`config.mk`:
```
export PLATFORM = sky130hd
export DESIGN_NAME = cohen_sutherland_line_clipper_unit
export DESIGN_NICKNAME = d
export VERILOG_FILES = /design/src/rtl/csl_pkg.sv /design/src/rtl/csl_div.sv /design/src/rtl/cohen_sutherland_line_clipper_unit.sv
export SDC_FILE = /design/constraint.sdc
export NUM_CORES = 1
export LEC_CHECK = 0
export BUFFER_PORTS_ARGS = -buffer_cell sky130_fd_sc_hd__buf_2
export CAP_MARGIN = 20
export CORE_MARGIN = 2
export CORE_UTILIZATION = 45
export CTS_CLUSTER_DIAMETER = 150
export DETAILED_ROUTE_END_ITERATION = 10
export GPL_TIMING_DRIVEN = 0
export PLACE_DENSITY = 0.63
export SLEW_MARGIN = 20
export SYNTH_ARGS = -nofsm -noshare
export SYNTH_HDL_FRONTEND = slang
export SYNTH_SLANG_ARGS = --single-unit
```
`constraint.sdc`:
```
create_clock -name i_clk -period 10.5 [get_ports i_clk]
set_clock_uncertainty 0.15 [all_clocks]
set_input_delay 0.525 -clock i_clk [delete_from_list [all_inputs] [get_ports i_clk]]
set_output_delay 0.525 -clock i_clk [all_outputs]
set_load 0.05 [all_outputs]
```
`src/rtl/csl_pkg.sv`:
```
// ----------------------------------------------------------------------------
// csl_pkg - shared types and constants of the line clipper
// Coordinate widths, payload structs, register indexes and the divider
// request/response bundles used by the clipper and its divider.
// ----------------------------------------------------------------------------
package csl_pkg;

    // Coordinate and datapath widths
    localparam int C_COORD_BITS = 12;
    localparam int C_DIFF_BITS  = C_COORD_BITS + 1;      // coordinate differences
    localparam int C_PROD_BITS  = 2 * C_DIFF_BITS;       // product of two differences
    localparam int C_NUM_BITS   = 2 * C_COORD_BITS + 2;  // 2|n| + |d|
    localparam int C_DEN_BITS   = C_COORD_BITS + 2;      // 2|d|
    localparam int C_QUOT_BITS  = C_COORD_BITS + 1;      // rounded quotient, <= 2^COORD_BITS
    localparam int C_MAX_MOVES  = 8;
    localparam int C_MOVE_BITS  = $clog2(C_MAX_MOVES + 1);

    typedef logic signed [C_COORD_BITS-1:0] t_coord;

    // Outcode bit positions
    localparam int C_OC_LEFT   = 3;
    localparam int C_OC_TOP    = 2;
    localparam int C_OC_RIGHT  = 1;
    localparam int C_OC_BOTTOM = 0;

    typedef logic [3:0] t_outcode;

    // Configuration register indexes
    typedef enum logic [1:0] {
        CFG_CORNER_A_X = 2'd0,
        CFG_CORNER_A_Y = 2'd1,
        CFG_CORNER_B_X = 2'd2,
        CFG_CORNER_B_Y = 2'd3
    } t_cfg_idx;

    // Register reset values
    localparam t_coord C_RST_CORNER_A_X = t_coord'(0);
    localparam t_coord C_RST_CORNER_A_Y = t_coord'(0);
    localparam t_coord C_RST_CORNER_B_X = t_coord'(1079);
    localparam t_coord C_RST_CORNER_B_Y = t_coord'(719);

    // Segment in and clipped segment out
    typedef struct packed {
        t_coord start_x;
        t_coord start_y;
        t_coord end_x;
        t_coord end_y;
    } t_seg_in;

    typedef struct packed {
        logic   visible;
        t_coord clip_start_x;
        t_coord clip_start_y;
        t_coord clip_end_x;
        t_coord clip_end_y;
    } t_seg_out;

    // Divider handshake
    typedef struct packed {
        logic                  start;
        logic [C_NUM_BITS-1:0] num;
        logic [C_DEN_BITS-1:0] den;
    } t_div_req;

    typedef struct packed {
        logic                   done;
        logic [C_QUOT_BITS-1:0] quot;
    } t_div_rsp;

endpackage

```
`src/rtl/csl_div.sv`:
```
// ----------------------------------------------------------------------------
// csl_div - iterative unsigned divider
// Restoring division, one quotient bit per cycle. The quotient is known to
// fit C_QUOT_BITS, so only that many steps run. Done pulses for one cycle
// and the quotient holds until the next start.
// ----------------------------------------------------------------------------
module csl_div (
    input  logic              i_clk,
    input  logic              i_rst_n,
    input  csl_pkg::t_div_req i_req,
    output csl_pkg::t_div_rsp o_rsp
);
    import csl_pkg::*;

    localparam int C_CNT_BITS = $clog2(C_QUOT_BITS + 1);

    logic [C_NUM_BITS-1:0]  r_rem;
    logic [C_NUM_BITS-1:0]  r_dsh;
    logic [C_QUOT_BITS-1:0] r_q;
    logic [C_CNT_BITS-1:0]  r_cnt;
    logic                   r_busy;
    logic                   r_done;
    logic                   w_ge;

    // trial subtract against the shifted divisor
    assign w_ge = (r_rem >= r_dsh);

    always_ff @(posedge i_clk) begin
        if (!i_rst_n) begin
            r_busy <= 1'b0;
            r_done <= 1'b0;
        end else begin
            r_done <= 1'b0;
            if (i_req.start) begin
                r_rem  <= i_req.num;
                r_dsh  <= {i_req.den, {(C_QUOT_BITS-1){1'b0}}};
                r_q    <= '0;
                r_cnt  <= C_CNT_BITS'(C_QUOT_BITS);
                r_busy <= 1'b1;
            end else if (r_busy) begin
                if (w_ge) begin
                    r_rem <= r_rem - r_dsh;
                end
                r_q   <= {r_q[C_QUOT_BITS-2:0], w_ge};
                r_dsh <= r_dsh >> 1;
                r_cnt <= r_cnt - 1'b1;
                if (r_cnt == C_CNT_BITS'(1)) begin
                    r_busy <= 1'b0;
                    r_done <= 1'b1;
                end
            end
        end
    end

    assign o_rsp.done = r_done;
    assign o_rsp.quot = r_q;

endmodule

```
`src/rtl/cohen_sutherland_line_clipper_unit.sv`:
```
// ----------------------------------------------------------------------------
// cohen_sutherland_line_clipper_unit - outcode line clipper
// Clips one segment against the window set by two corner registers, moving
// outside endpoints onto window edges until the segment is accepted or
// rejected. Crossing points use one multiply and a shared divider.
//
//   channel | direction | handshake           | payload
//   --------+-----------+---------------------+-----------------------------
//   cfg     | in        | i_cfg_valid/ready   | i_cfg_index, i_cfg_data
//   in      | in        | i_in_valid/stall    | i_in  (t_seg_in)
//   out     | out       | o_out_valid/stall   | o_out (t_seg_out)
//
// One segment at a time: o_in_stall is high from acceptance until the result
// is loaded into the output register. A trivial accept or reject goes from
// the outcode check straight to the result; each edge move steps through
// multiply, divide set-up, divide and fix-up, then the outcodes again.
// The output register lets a new segment in while a result waits on stall.
// Reset is synchronous, active low; corners reset to (0,0) and (1079,719).
// ----------------------------------------------------------------------------
module cohen_sutherland_line_clipper_unit (
    input  logic              i_clk,
    input  logic              i_rst_n,
    input  logic              i_cfg_valid,
    output logic              o_cfg_ready,
    input  csl_pkg::t_cfg_idx i_cfg_index,
    input  csl_pkg::t_coord   i_cfg_data,
    input  logic              i_in_valid,
    output logic              o_in_stall,
    input  csl_pkg::t_seg_in  i_in,
    output logic              o_out_valid,
    input  logic              i_out_stall,
    output csl_pkg::t_seg_out o_out
);
    import csl_pkg::*;

    typedef enum logic [2:0] {
        S_IDLE,
        S_CODE,
        S_MUL,
        S_PREP,
        S_DIV,
        S_FIX,
        S_DONE
    } t_state;

    typedef logic signed [C_DIFF_BITS-1:0]  t_diff;
    typedef logic signed [C_COORD_BITS+1:0] t_wide;

    // outcode of a point against the latched edges
    function automatic t_outcode f_outcode(t_coord x, t_coord y, t_coord l, t_coord r,
                                           t_coord b, t_coord t);
        t_outcode c;
        c              = '0;
        c[C_OC_LEFT]   = (x < l);
        c[C_OC_TOP]    = (y > t);
        c[C_OC_RIGHT]  = (x > r);
        c[C_OC_BOTTOM] = (y < b);
        return c;
    endfunction

    t_state   r_state;
    t_coord   r_ca_x, r_ca_y, r_cb_x, r_cb_y;
    t_coord   r_left, r_right, r_bot, r_top;
    t_coord   r_x0, r_y0, r_x1, r_y1;
    t_coord   r_px0, r_py0, r_px1, r_py1;
    logic [C_MOVE_BITS-1:0] r_moves;
    logic     r_vis;
    logic     r_sel;
    logic     r_xedge;
    t_coord   r_edge;
    t_diff    r_fa, r_fb, r_dv;
    logic signed [C_PROD_BITS-1:0] r_prod;
    logic     r_neg;
    logic     r_out_valid;
    t_seg_out r_out;

    t_diff    w_ddx, w_ddy;
    t_outcode w_c0, w_c1, w_code;
    logic     w_sel, w_xedge;
    t_coord   w_edge;
    t_diff    w_fa, w_fb, w_dv;
    logic [C_PROD_BITS-1:0] w_prod_abs;
    logic [C_DIFF_BITS-1:0] w_dv_abs;
    t_wide    w_qs, w_qadj, w_base, w_new;
    t_coord   w_new_c;
    t_div_req w_div_req;
    t_div_rsp w_div_rsp;

    // shared divider
    csl_div u_div (
        .i_clk   (i_clk),
        .i_rst_n (i_rst_n),
        .i_req   (w_div_req),
        .o_rsp   (w_div_rsp)
    );

    // original slope terms
    assign w_ddx = t_diff'(r_x1) - t_diff'(r_x0);
    assign w_ddy = t_diff'(r_y1) - t_diff'(r_y0);

    // outcodes and edge choice: start point first, left/top/right/bottom
    assign w_c0   = f_outcode(r_px0, r_py0, r_left, r_right, r_bot, r_top);
    assign w_c1   = f_outcode(r_px1, r_py1, r_left, r_right, r_bot, r_top);
    assign w_sel  = (w_c0 == '0);
    assign w_code = w_sel ? w_c1 : w_c0;

    always_comb begin
        w_xedge = 1'b0;
        w_edge  = r_bot;
        if (w_code[C_OC_LEFT]) begin
            w_xedge = 1'b1;
            w_edge  = r_left;
        end else if (w_code[C_OC_TOP]) begin
            w_edge  = r_top;
        end else if (w_code[C_OC_RIGHT]) begin
            w_xedge = 1'b1;
            w_edge  = r_right;
        end
    end

    assign w_fa = w_xedge ? (t_diff'(w_edge) - t_diff'(r_x0)) : (t_diff'(w_edge) - t_diff'(r_y0));
    assign w_fb = w_xedge ? w_ddy : w_ddx;
    assign w_dv = w_xedge ? w_ddx : w_ddy;

    // rounding division set-up: q = (2|n| + |d|) / (2|d|)
    assign w_prod_abs = r_prod[C_PROD_BITS-1] ? C_PROD_BITS'(-r_prod) : C_PROD_BITS'(r_prod);
    assign w_dv_abs   = r_dv[C_DIFF_BITS-1] ? C_DIFF_BITS'(-r_dv) : C_DIFF_BITS'(r_dv);

    assign w_div_req.start = (r_state == S_PREP);
    assign w_div_req.num   = (C_NUM_BITS'(w_prod_abs) << 1) + C_NUM_BITS'(w_dv_abs);
    assign w_div_req.den   = {w_dv_abs, 1'b0};

    // new coordinate on the crossing edge
    assign w_qs    = t_wide'({1'b0, w_div_rsp.quot});
    assign w_qadj  = r_neg ? -w_qs : w_qs;
    assign w_base  = r_xedge ? t_wide'(r_y0) : t_wide'(r_x0);
    assign w_new   = w_base + w_qadj;
    assign w_new_c = w_new[C_COORD_BITS-1:0];

    // sequencer, configuration registers and output register
    always_ff @(posedge i_clk) begin
        if (!i_rst_n) begin
            r_state     <= S_IDLE;
            r_out_valid <= 1'b0;
            r_ca_x      <= C_RST_CORNER_A_X;
            r_ca_y      <= C_RST_CORNER_A_Y;
            r_cb_x      <= C_RST_CORNER_B_X;
            r_cb_y      <= C_RST_CORNER_B_Y;
        end else begin
            if (i_cfg_valid) begin
                case (i_cfg_index)
                    CFG_CORNER_A_X: r_ca_x <= i_cfg_data;
                    CFG_CORNER_A_Y: r_ca_y <= i_cfg_data;
                    CFG_CORNER_B_X: r_cb_x <= i_cfg_data;
                    CFG_CORNER_B_Y: r_cb_y <= i_cfg_data;
                    default: ;
                endcase
            end

            // result taken: free the output register unless a new one loads now
            if (!i_out_stall && (r_state != S_DONE)) begin
                r_out_valid <= 1'b0;
            end

            case (r_state)
                S_IDLE: begin
                    if (i_in_valid) begin
                        r_x0    <= i_in.start_x;
                        r_y0    <= i_in.start_y;
                        r_x1    <= i_in.end_x;
                        r_y1    <= i_in.end_y;
                        r_px0   <= i_in.start_x;
                        r_py0   <= i_in.start_y;
                        r_px1   <= i_in.end_x;
                        r_py1   <= i_in.end_y;
                        r_left  <= (r_ca_x < r_cb_x) ? r_ca_x : r_cb_x;
                        r_right <= (r_ca_x < r_cb_x) ? r_cb_x : r_ca_x;
                        r_bot   <= (r_ca_y < r_cb_y) ? r_ca_y : r_cb_y;
                        r_top   <= (r_ca_y < r_cb_y) ? r_cb_y : r_ca_y;
                        r_moves <= '0;
                        r_state <= S_CODE;
                    end
                end
                S_CODE: begin
                    if ((w_c0 | w_c1) == '0) begin
                        r_vis   <= 1'b1;
                        r_state <= S_DONE;
                    end else if (((w_c0 & w_c1) != '0) ||
                                 (r_moves == C_MOVE_BITS'(C_MAX_MOVES)) ||
                                 (w_dv == '0)) begin
                        r_vis   <= 1'b0;
                        r_state <= S_DONE;
                    end else begin
                        r_sel   <= w_sel;
                        r_xedge <= w_xedge;
                        r_edge  <= w_edge;
                        r_fa    <= w_fa;
                        r_fb    <= w_fb;
                        r_dv    <= w_dv;
                        r_state <= S_MUL;
                    end
                end
                S_MUL: begin
                    r_prod  <= C_PROD_BITS'(r_fa) * C_PROD_BITS'(r_fb);
                    r_state <= S_PREP;
                end
                S_PREP: begin
                    r_neg   <= r_prod[C_PROD_BITS-1] ^ r_dv[C_DIFF_BITS-1];
                    r_state <= S_DIV;
                end
                S_DIV: begin
                    if (w_div_rsp.done) begin
                        r_state <= S_FIX;
                    end
                end
                S_FIX: begin
                    if (r_sel) begin
                        r_px1 <= r_xedge ? r_edge : w_new_c;
                        r_py1 <= r_xedge ? w_new_c : r_edge;
                    end else begin
                        r_px0 <= r_xedge ? r_edge : w_new_c;
                        r_py0 <= r_xedge ? w_new_c : r_edge;
                    end
                    r_moves <= r_moves + 1'b1;
                    r_state <= S_CODE;
                end
                S_DONE: begin
                    if (!r_out_valid || !i_out_stall) begin
                        r_out_valid        <= 1'b1;
                        r_out.visible      <= r_vis;
                        r_out.clip_start_x <= r_vis ? r_px0 : '0;
                        r_out.clip_start_y <= r_vis ? r_py0 : '0;
                        r_out.clip_end_x   <= r_vis ? r_px1 : '0;
                        r_out.clip_end_y   <= r_vis ? r_py1 : '0;
                        r_state            <= S_IDLE;
                    end
                end
                default: r_state <= S_IDLE;
            endcase
        end
    end

    assign o_cfg_ready = 1'b1;
    assign o_in_stall  = (r_state != S_IDLE);
    assign o_out_valid = r_out_valid;
    assign o_out       = r_out;

endmodule

```
==> out/qor.yml <==
grt:
  antenna_found_initial: 3
  grt_use_met1: 0.3053
  grt_pass1_vias: 22500
  grt_pass1_wl_mm: 128.9
  grt_overflow: 0
  gr-usage-met3: 0.02652
  grt_util_all_layers: 0.2482
  grt_max_degree: 50
  grt_use_met2: 0.4419
  grt.busiest_layer: "met2"
die:
  dieArea_mm2: 0.06840
  die_y_um: 261.5
  core_area_mm2: 0.06575
  dieWidth_um: 261.5
  rows: 94
  start_util: 0.4540
  pin_count: 119
clock_network:
  cts_max_level: 2
  insertion_delay_ns: 0.60
  numCtsBuffers: 46
  cts_tree: "built"
  clock-sinks: 400
  cts_resized: 0
  path_clk_slew_ns: 0.07
  cts-root-buf: "clkbuf_16"
  cts_buffer_depth: 3
critical_path:
  worstPathRequired_ns: 10.69
  crit_family: "adder cells"
  max_stage_delay_ns: 1.02
  path_common_cell: "fa_1"
  path_max_fanout: 10
  rrSetupSlack_ns: 3.57
  crit_slowest_cell: "fa_1"
  cp.arrival_ns: 7.12
  worstReg2RegEnd: "r_prod[25]$_DFFE_PP_"
  startpoint_type: "register"
  r2r_cells: 18
  crit_buf_inv: 4
  critPathCaptureType: "register"
  reg2reg_from: "r_fa[12]$_DFFE_PP_"
  crit_type: "register to register"
  crit_chain: "clkbuf_1 > nand2_1 > fa_1 > inv_1 > fa_1 > inv_1 > fa_1 > fa_1 > inv_1 > fa_1 > ha_1 > ha_1 > and3_1 > a2111oi_0 > o21bai_1 > nand2_1 > a31oi_1 > xnor2_1"
route:
  drc_errors: 0
  vias: 21790
  wl_per_cell_um: 20.90
  routed_wl_mm: 83.65
  drtAntennaViolNets: 0
  drt-initial-drc-count: 1237
  dr.pass1.iters: 5
  vias_per_cell: 5.444
min_path:
  min_path_type: "input port to register"
  worstHoldStart: "i_in[1]"
  hold_path_depth: 1
  hold_end: "r_y1[1]$_DFFE_PP_"
sta:
  fmax_mhz: 144.3
  setup_viol: 0
  hold_viol: 0
  drv_slew: 0
  rsz0062_at_grt: "false"
  maxSlewHeadroom: 0.3983
  postLayoutSetupSlackWorst_ns: 3.570
  min_period_ns: 6.930
  fin_tns_setup_ns: 0
  min_period_over_period: 0.6600
  worstMarginPinSlew_ns: 0.9025
synthesis:
  synthesis.area_mm2: 0.02985
  ys_types: 78
  synth_cells: 2895
  async_flop_share: 0
  synth_top_area_frac: 0.3481
  synth_area_leader_cell: "edfxtp_1"
  netlist_top_cells_area: "edfxtp_1 35%, ha_1 11%, fa_1 11%"
  synthesis.nets: 3403
  synthFlopType: "edfxtp_1"
  syn_avg_cell_area_um2: 10.31
  synth-seq-area-share: 0.3843
  synth-seq-cells: 400
  ys.warnings.count: 0
  synth_edf_count: 346
pwr:
  p_total_mw: 8.453
  peakVddDrop_mv: 0.2488
  power_leakage_nw: 14.31
  powerDensity_mw_per_mm2: 252.2
run:
  drv_cap: 0
layout:
  final_layout_size_suffix_gt1_frac: 0.09630
  final_area_mm2: 0.03351
  instances_no_fill: 4003
  fill_cells: 5835
  num-nets-final: 3610
  syn_to_final_growth_pct: 12.28
placed_design:
  dp_cells: 3888
  port-buffer-count: 116
  place.gp.congestion: 0.9670
  dpl.hpwl_mm: 68.13
  place_ws_ns: 3.634
  placed_cell_area_mm2: 0.03172
outcome:
  status: "finished, final reports clean"
[cell usage in the layout, fill, tap and decap left out, drive strengths merged, types with 54 or more instances in the layout]
| master | Yosys | routed |
|---|---|---|
| xnor2 | 105 | 105 |
| fa | 168 | 168 |
| inv | 357 | 360 |
| o21ai | 138 | 138 |
| mux2 | 70 | 70 |
| clkbuf | 79 | 132 |
| dfxtp | 54 | 54 |
| nand2 | 280 | 280 |
| a21oi | 117 | 117 |
| a21o | 54 | 54 |
| edfxtp | 346 | 346 |
| and2 | 133 | 133 |
| nor2 | 174 | 174 |
| buf | 19 | 148 |
| ha | 273 | 273 |
[worst reg2reg max path, delay by kind of cell, from the launching register on]
family	cells	cell delay (ns)
compound gates	3	0.78
fa+ha+maj	7	3.85
xor+xnor	1	0.32
simple gates	3	0.52
buf+inv	4	0.68
flops	1	0.39
[final cells by class]
| type | instances | area, µm² | area share |
|---|---|---|---|
| tap | 864 | 1081 | 0.03226 |
| multi-input combinational | 2038 | 16690 | 0.4982 |
| clock inverter | 29 | 304.0 | 0.009073 |
| timing repair buffer | 159 | 1046 | 0.03121 |
| buffer | 98 | 382.9 | 0.01142 |
| sequential | 400 | 11470 | 0.3423 |
| inverter | 359 | 1348 | 0.04021 |
| clock buffer | 53 | 1177 | 0.03513 |
| antenna | 3 | 7.507 | 0.0002240 |
[synth_stat cells, types with 35 or more instances]
cell,number
edfxtp_1,346
a21o_1,54
ha_1,273
xnor2_1,105
nor2b_1,53
o21ai_0,135
fa_1,168
nor2_1,174
mux2i_1,39
o211ai_1,37
and2_1,133
xor2_1,47
dfxtp_1,54
clkbuf_1,79
o21a_1,38
mux2_2,68
nand3_1,35
a21oi_1,117
inv_1,357
nand2_1,280
[how the worst max path moves through the flow]
| stage | from | to | slack, ns | cells past startpoint |
|---|---|---|---|---|
| floorplan | r_py0[6]$_DFFE_PP_ | r_dv[0]$_DFFE_PP_ | 1.78 | 13 |
| global placement | r_right[5]$_DFFE_PP_ | r_fa[11]$_DFFE_PP_ | -1.24 | 12 |
| detailed placement | r_fa[12]$_DFFE_PP_ | r_prod[25]$_DFFE_PP_ | 3.63 | 18 |
| CTS | r_fa[12]$_DFFE_PP_ | r_prod[25]$_DFFE_PP_ | 3.56 | 18 |
| global route | r_fa[12]$_DFFE_PP_ | r_prod[25]$_DFFE_PP_ | 3.20 | 18 |
| finish | r_fa[12]$_DFFE_PP_ | r_prod[25]$_DFFE_PP_ | 3.57 | 18 |
[sequential cells by signal, indices dropped and copies added (netlist names), 13 cells and up]
register / count
u_div.r_dsh: 26
u_div.r_rem: 26
r_dv: 13
o_out: 49
r_fa: 13
r_prod: 26
r_fb: 13
[report_power, final]
part           internal [mW]  switching (mW)
registers               2.10           0.124
clock network          0.891           0.698
logic                   1.92            2.72
[layer usage]
metal  wire length, µm  vias up
met5                23        -
met4              3769        4
met3              3606      187
met2             41940      583
met1             34300    10650
li1                  -    10370
[repair_timing]
action | 4_1_cts | 5_1_grt
hold buffers | 29 | 1
endpoints found under the hold margin | 29 | 1
setup buffers | 0 | 0
[metrics by stage]
stage / utilization / hold WS [ns]
2_1_floorplan: - / 0.2916
3_5_place_dp: 0.4825 / 0.3370
4_1_cts: 0.5094 / 0.001435
6_report: 0.5097 / 0.03903
3_3_place_gp: 0.4792 / 0.3151
5_1_grt: 0.5096 / 0.01850
[kinds of logic after synthesis]
kind of cell	share of synthesized area
and+or+nand+nor	0.1342
AOI/OAI and AO/OA	0.1111
buffers and inverters	0.05798
adders and majority gates	0.2271
DFF	0.3843
xor gates and xnor gates	0.04460
muxes	0.04050
other	0.0001256
No activity file was read; power rests on OpenSTA's default activity.
